==> config.mk <==
export PLATFORM = sky130hd
export DESIGN_NAME = hpl_mul
export DESIGN_NICKNAME = d
export VERILOG_FILES = /design/src/hpl_pkg.sv /design/src/hpl_mul.sv
export SDC_FILE = /design/constraint.sdc
export NUM_CORES = 2
export LEC_CHECK = 0
export BUFFER_PORTS_ARGS = -buffer_cell sky130_fd_sc_hd__buf_2
export CAP_MARGIN = 0
export CORE_ASPECT_RATIO = 0.8
export CORE_MARGIN = 2
export CORE_UTILIZATION = 30
export CTS_BUF_LIST = sky130_fd_sc_hd__clkbuf_16
export CTS_CLUSTER_DIAMETER = 80
export CTS_CLUSTER_SIZE = 8
export DETAILED_ROUTE_END_ITERATION = 7
export GPL_TIMING_DRIVEN = 0
export PLACE_DENSITY_LB_ADDON = 0.12
export SYNTH_ARGS = -nofsm -noshare
export SYNTH_HDL_FRONTEND = slang
export SYNTH_SLANG_ARGS = --single-unit
==> constraint.sdc <==
create_clock -name aclk -period 20 [get_ports aclk]
set_input_delay 1 -clock aclk [delete_from_list [all_inputs] [get_ports aclk]]
set_output_delay 1 -clock aclk [all_outputs]
set_load 0.005 [all_outputs]
==> src/hpl_pkg.sv <==
package hpl_pkg;

    // field widths
    localparam int LAT_W    = 31;
    localparam int LON_W    = 32;
    localparam int RADIUS_W = 23;
    localparam int SEG_W    = 25;
    localparam int TOTAL_W  = 31;
    localparam int MAG_W    = 31;
    localparam int UNIT_W   = 35;

    localparam logic [RADIUS_W-1:0] RADIUS_RESET = 23'd6378137;
    localparam logic [SEG_W-1:0]    SEG_MAX      = '1;
    localparam logic [TOTAL_W-1:0]  TOTAL_CEIL   = '1;

    // fixed-point constants in Q62
    localparam logic [63:0] PI_Q62           = 64'hC90FDAA22168C234;
    localparam logic [63:0] GAIN_Q62         = 64'd2800459870029452954;
    localparam logic [63:0] RAD_PER_UNIT_Q62 = PI_Q62 / 64'd3600000000;

    // angles in units of 5e-8 degree
    localparam logic signed [UNIT_W-1:0] UNITS_FULL    = 35'sd7200000000;
    localparam logic signed [UNIT_W-1:0] UNITS_HALF    = 35'sd3600000000;
    localparam logic signed [UNIT_W-1:0] UNITS_QUARTER = 35'sd1800000000;

    typedef enum logic [3:0] {
        ST_IDLE,
        ST_RED,
        ST_MUL_ISSUE,
        ST_MUL_WAIT,
        ST_ROT,
        ST_COMB,
        ST_SQRT,
        ST_VEC,
        ST_FIN
    } hpl_state_t;

    typedef enum logic [2:0] {
        OP_THETA,
        OP_CC,
        OP_PQ,
        OP_S1S1,
        OP_S2Q,
        OP_SCALE
    } hpl_op_t;

    typedef enum logic [1:0] {
        ANG_DLAT,
        ANG_DLON,
        ANG_LAT0,
        ANG_LAT1
    } hpl_ang_t;

    typedef enum logic [1:0] {
        MPH_IDLE,
        MPH_LOW,
        MPH_HIGH
    } hpl_mph_t;

    // shift-subtract division, elaboration only
    function automatic logic [63:0] udiv64(input logic [63:0] n, input logic [63:0] d);
        logic [63:0] rem;
        logic [63:0] quo;
        rem = '0;
        quo = '0;
        for (int b = 63; b >= 0; b--) begin
            rem = {rem[62:0], n[b]};
            if (rem >= d) begin
                rem    = rem - d;
                quo[b] = 1'b1;
            end
        end
        return quo;
    endfunction

    // atan(2^-i) in Q62 from its power series, each term truncated
    function automatic logic [63:0] atan_q62(input int i);
        logic [63:0] pos;
        logic [63:0] neg;
        logic [63:0] term;
        int          e;
        pos = '0;
        neg = '0;
        if (i == 0) begin
            return PI_Q62 >> 2;
        end
        for (int k = 0; k < 32; k++) begin
            e = i * (2 * k + 1);
            if (e <= 62) begin
                term = udiv64(64'd1 << (62 - e), 64'(2 * k + 1));
                if (k[0]) begin
                    neg = neg + term;
                end else begin
                    pos = pos + term;
                end
            end
        end
        return pos - neg;
    endfunction

endpackage

==> src/hpl_mul.sv <==
module hpl_mul #(
    parameter int MW = 34
) (
    input  logic            aclk,
    input  logic            aresetn,
    input  logic            start,
    input  logic [MW-1:0]   a,
    input  logic [MW-1:0]   b,
    output logic            done,
    output logic [2*MW-1:0] p
);
    import hpl_pkg::*;

    localparam int HW = (MW + 1) / 2;
    localparam int PW = 2 * MW;

    hpl_mph_t              ph_reg;
    logic                  done_reg;
    logic [MW-1:0]         a_reg;
    logic [MW-1:0]         b_reg;
    logic [MW+HW-1:0]      acc_reg;
    logic [PW-1:0]         p_reg;
    logic [MW+HW-1:0]      lo_prod;
    logic [2*MW-HW-1:0]    hi_prod;

    // one half-width partial product per cycle
    assign lo_prod = a_reg * b_reg[HW-1:0];
    assign hi_prod = a_reg * b_reg[MW-1:HW];

    // phase sequence
    always_ff @(posedge aclk) begin
        if (!aresetn) begin
            ph_reg   <= MPH_IDLE;
            done_reg <= 1'b0;
        end else begin
            done_reg <= (ph_reg == MPH_HIGH);
            case (ph_reg)
                MPH_IDLE: begin
                    if (start) ph_reg <= MPH_LOW;
                end
                MPH_LOW: begin
                    ph_reg <= MPH_HIGH;
                end
                MPH_HIGH: begin
                    ph_reg <= MPH_IDLE;
                end
                default: ph_reg <= MPH_IDLE;
            endcase
        end
    end

    // operands and accumulation
    always_ff @(posedge aclk) begin
        if (ph_reg == MPH_IDLE && start) begin
            a_reg <= a;
            b_reg <= b;
        end
        if (ph_reg == MPH_LOW) acc_reg <= lo_prod;
        if (ph_reg == MPH_HIGH) p_reg <= PW'(acc_reg) + (PW'(hi_prod) << HW);
    end

    assign done = done_reg;
    assign p    = p_reg;

endmodule
After elaboration in Yosys (flattened, before gate mapping). Cells that the tools add are included.

Add/sub/neg operators: 1. $mul: 2. Equal/unequal tests: 3. Muxes and demuxes: 2. Reduce and logical (&&, ||, !) cells: 2.

Operators by type and width (count): $mul 34x17->51 (2); $add 51x68->68 (1); $pmux 2 s2 (1); $eq 2x1->1 const B (1); $eq 2x2->1 const B (1); $logic_not 2->1 (1); $mux 2 (1); $ne 2x2->1 const B (1); $logic_and 1x1->1 (1).

Bits in registers: 190. Bits of input ports: 71. Output and inout bits: 69.

Depth between registers and ports, before layout.
Depth after elaboration: 2. Depth in mapped cells: 36. Gate-level depth less buffers: 34.

Least setup slack after synthesis. OpenSTA, ideal clock, no wires.

Path type: register -> register. Start point: register b_reg[25]. End point: register p_reg[65], in the netlist p[65] (data pin). Library setup time: 0.262 ns. Data arrival time: 7.816 ns. Slack: 11.922 ns. Stages on the path, launching flop included: 36. Path buffers: 2. Cell sequence: edfxtp_1 -> clkbuf_1 -> clkbuf_1 -> nand2_1 -> fa_1 -> inv_1 -> fa_1 -> inv_1 -> fa_1 -> inv_1 -> fa_1 -> fa_1 -> inv_1 -> fa_1 -> inv_1 -> ha_1 -> a21oi_1 -> o21ai_2 -> nor4_2 -> nor4_2 -> nor2_1 -> o21ai_0 -> a21o_1 -> a21oi_1 -> xnor2_1 -> ha_1 -> a21oi_1 -> o21ai_0 -> a21oi_1 -> nor2b_1 -> a311oi_1 -> o21bai_1 -> a211oi_1 -> nor2_1 -> and4_1 -> xor2_1.

Cells in the longest elaborated chain, start to end: 2.

Ends and longest elaborated chain: from (decl) (RTL line hpl_mul.sv:20) `logic [MW-1:0] b_reg;`; from (signal assigned) (RTL line hpl_mul.sv:56) `b_reg <= b;`; $mul 34x17->51 (RTL line hpl_mul.sv:28) `assign hi_prod = a_reg * b_reg[MW-1:HW];`; $add 51x68->68 (RTL line hpl_mul.sv:59) `if (ph_reg == MPH_HIGH) p_reg <= PW'(acc_reg) + (PW'(hi_prod) << HW);`; to (signal assigned) (RTL line hpl_mul.sv:59); to (decl) (RTL line hpl_mul.sv:22) `logic [PW-1:0] p_reg;`.

No other way between the ends. A chain may end at the register's enable or synchronous reset.

Final worst setup path.
Start point: register b_reg[27]. End point: register p_reg[65], in the netlist p[65] (data pin).

The elaborated chain is that of the path after synthesis.

==> results.sh <==
export IMPL_outcome="complete, no violations"
export IMPL_track_usage=0.228
export IMPL_std_cell_rows=125
export IMPL_grt_pass1_vias=34846
export IMPL_drv_cap=0
export IMPL_regToRegSetupSlack_ns=9.12
export IMPL_cp_max_fo=10
export IMPL_reg2reg_depth=35
export IMPL_finalMaxSlewViolations=0
export IMPL_ctsResizeCount=0
export IMPL_worst_path_max_delay_cell="clkbuf_1"
export IMPL_synth_top_area_frac=0.435
export IMPL_clock_sinks=190
export IMPL_synth_nets=6085
export IMPL_ys_flop_type="edfxtp_1"
export IMPL_async_flop_share=0
export IMPL_worstSkewPairLatency_ns=0.57
export IMPL_grt_antenna_before_repair=13
export IMPL_worst_path_buf_inv=7
export IMPL_die_area_sq_um=150000
export IMPL_crit_family="adder cells"
export IMPL_cpMostUsedCell="fa_1"
export IMPL_core_area_sq_um=146000
export IMPL_yosysSeqAreaShare=0.129
export IMPL_critPathLaunch="b_reg[27]$_DFFE_PP_"
export IMPL_final_period_utilization=0.544
export IMPL_worst_slew_pin_slew_ns=1.29
export IMPL_drive_above_1_share=0.0491
export IMPL_cp_required_ns=20.31
export IMPL_die_x_um=433
export IMPL_slowest_delay_ns=0.80
export IMPL_setup_viol=0
export IMPL_yosysMostFrequentCell="inv_1"
export IMPL_r2r_start="b_reg[27]$_DFFE_PP_"
export IMPL_yosys_area_top_type="fa_1"
export IMPL_cts_hold_buf=0
export IMPL_yosys_cell_types_count=87
export IMPL_num_io_pins=140
export IMPL_htree_num_levels=4
export IMPL_startpoint_type="register"
export IMPL_areaGrowthSynthToFinish_pct=9.08
export IMPL_cts_tree="built"
export IMPL_cts_max_path_buffers=2
export IMPL_viasPerCell=4.74
export IMPL_grt_max_degree=29
export IMPL_synth_edf_count=187
export IMPL_synth_area_per_cell_sq_um=9.26
export IMPL_worst_setup_path_type="reg2reg"
export IMPL_cts_made_buffers=17
export IMPL_cts_root_buf="clkbuf_16"
export IMPL_min_path_type="reg2reg"
export IMPL_finalSetupTns_ns=0
export IMPL_arrival_ns=11.19
export IMPL_multi_input_area_sq_um=33300
export IMPL_fin_skew_ns=0.0175
export IMPL_drtAntennaViolNets=0
export IMPL_grt_pass1_wl_um=246000
export IMPL_min_from="acc_reg[12]$_DFFE_PN_"
export IMPL_start_util=0.303
export IMPL_wl_um=166000
export IMPL_gr_total_overflow=0
export IMPL_wl_per_cell_um=23.9
export IMPL_post_cts_buffers=0
export IMPL_vias=32786
export IMPL_yosys_top_cells_area="fa_1 44%, edfxtp_1 13%, inv_1 9.5%"
export IMPL_yosysWarnings=0
export IMPL_seq_area_sq_um=5680
export IMPL_drcViolationCount=0
export IMPL_ys_ff_latch=190
export IMPL_gp_congestion=0.916
export IMPL_fin_nets=6254
export IMPL_cp_num_cells=35
export IMPL_clk_pin_slew_ns=0.09
export IMPL_drt_initial_drc_count=2568
export IMPL_syn_inst=4766
export IMPL_end_kind="register"
export IMPL_slew_headroom=0.138
export IMPL_dr_pass1_iters=8
export IMPL_final_hold_viol_count=0
export IMPL_largest_reg_flops=68
export IMPL_dp_hpwl_um=141000
export IMPL_die_h_um=347
export IMPL_rsz0062_at_grt="false"
export IMPL_port_buffer_count=139
export IMPL_holdPathStages=0
export IMPL_synth_commonest_cells="1112 x inv_1, 959 x fa_1, 890 x nand2_1"
export IMPL_syn_area_sq_um=44100
export IMPL_n_fill_cell=15386
export IMPL_fmax_ghz=0.0919
export IMPL_min_period_ns=10.88
==> area by class of cell <==
type | instances | share of cell area
antenna | 7 | 0.000364
sequential | 190 | 0.118
timing repair buffer | 150 | 0.0175
buffer | 247 | 0.0201
clock inverter | 15 | 0.00491
multi-input combinational | 3217 | 0.692
inverter | 1112 | 0.0867
tap | 1968 | 0.0512
clock buffer | 17 | 0.00884
==> logic make-up after synthesis <==
| group | synth area share |
|---|---|
| AOI/OAI and AO/OA | 0.0579 |
| xor gates and xnor gates | 0.0270 |
| adders and majority gates | 0.517 |
| buffers and inverters | 0.117 |
| DFF | 0.129 |
| and+or+nand+nor | 0.153 |
==> per-layer routing <==
| metal | vias up | GRT usage | wire length [um] |
|---|---|---|---|
| met5 | - | 0 | 0 |
| met3 | 120 | 0.0467 | 13500 |
| li1 | 14508 | - | - |
| met4 | 0 | 0.0491 | 3360 |
| met2 | 1082 | 0.319 | 66700 |
| met1 | 17076 | 0.355 | 82200 |
==> cells in the final DEF, fill, tap and decap left out, types with 13 or more instances in the layout <==
| cell | instances |
|---|---|
| clkbuf_1 | 233 |
| xnor2_1 | 90 |
| ha_1 | 289 |
| a21oi_1 | 130 |
| a211oi_1 | 13 |
| a21o_1 | 51 |
| nor2_1 | 70 |
| inv_1 | 1112 |
| o21bai_1 | 25 |
| clkbuf_16 | 17 |
| nand2_1 | 890 |
| edfxtp_1 | 187 |
| fa_1 | 959 |
| nand3_1 | 27 |
| xor2_1 | 44 |
| o21ai_0 | 57 |
| nand4_1 | 21 |
| nor3_1 | 18 |
| buf_2 | 147 |
| and2_1 | 353 |
| o21ai_1 | 18 |
==> worst paths after layout <==
check                    end
min          p[12]$_DFFE_PP_
max          p[65]$_DFFE_PP_
min reg2reg  p[12]$_DFFE_PP_
max reg2reg  p[65]$_DFFE_PP_
==> per-stage QoR <==
step	hold WS (ns)	instances	utilization	instance area [sq um]	setup slack, ns
after floorplan	0.400	4766	-	44100	11.92
after global placement	0.404	6873	0.325	47300	7.77
after detailed placement	0.405	6884	0.326	47400	9.17
after CTS	0.428	6916	0.330	48100	9.12
after global routing	0.430	6916	0.330	48100	8.63
final	0.424	6923	0.330	48100	9.12
Power is not shown: default switching activity piles up to over one toggle a cycle in this logic, so the estimate is an artifact.
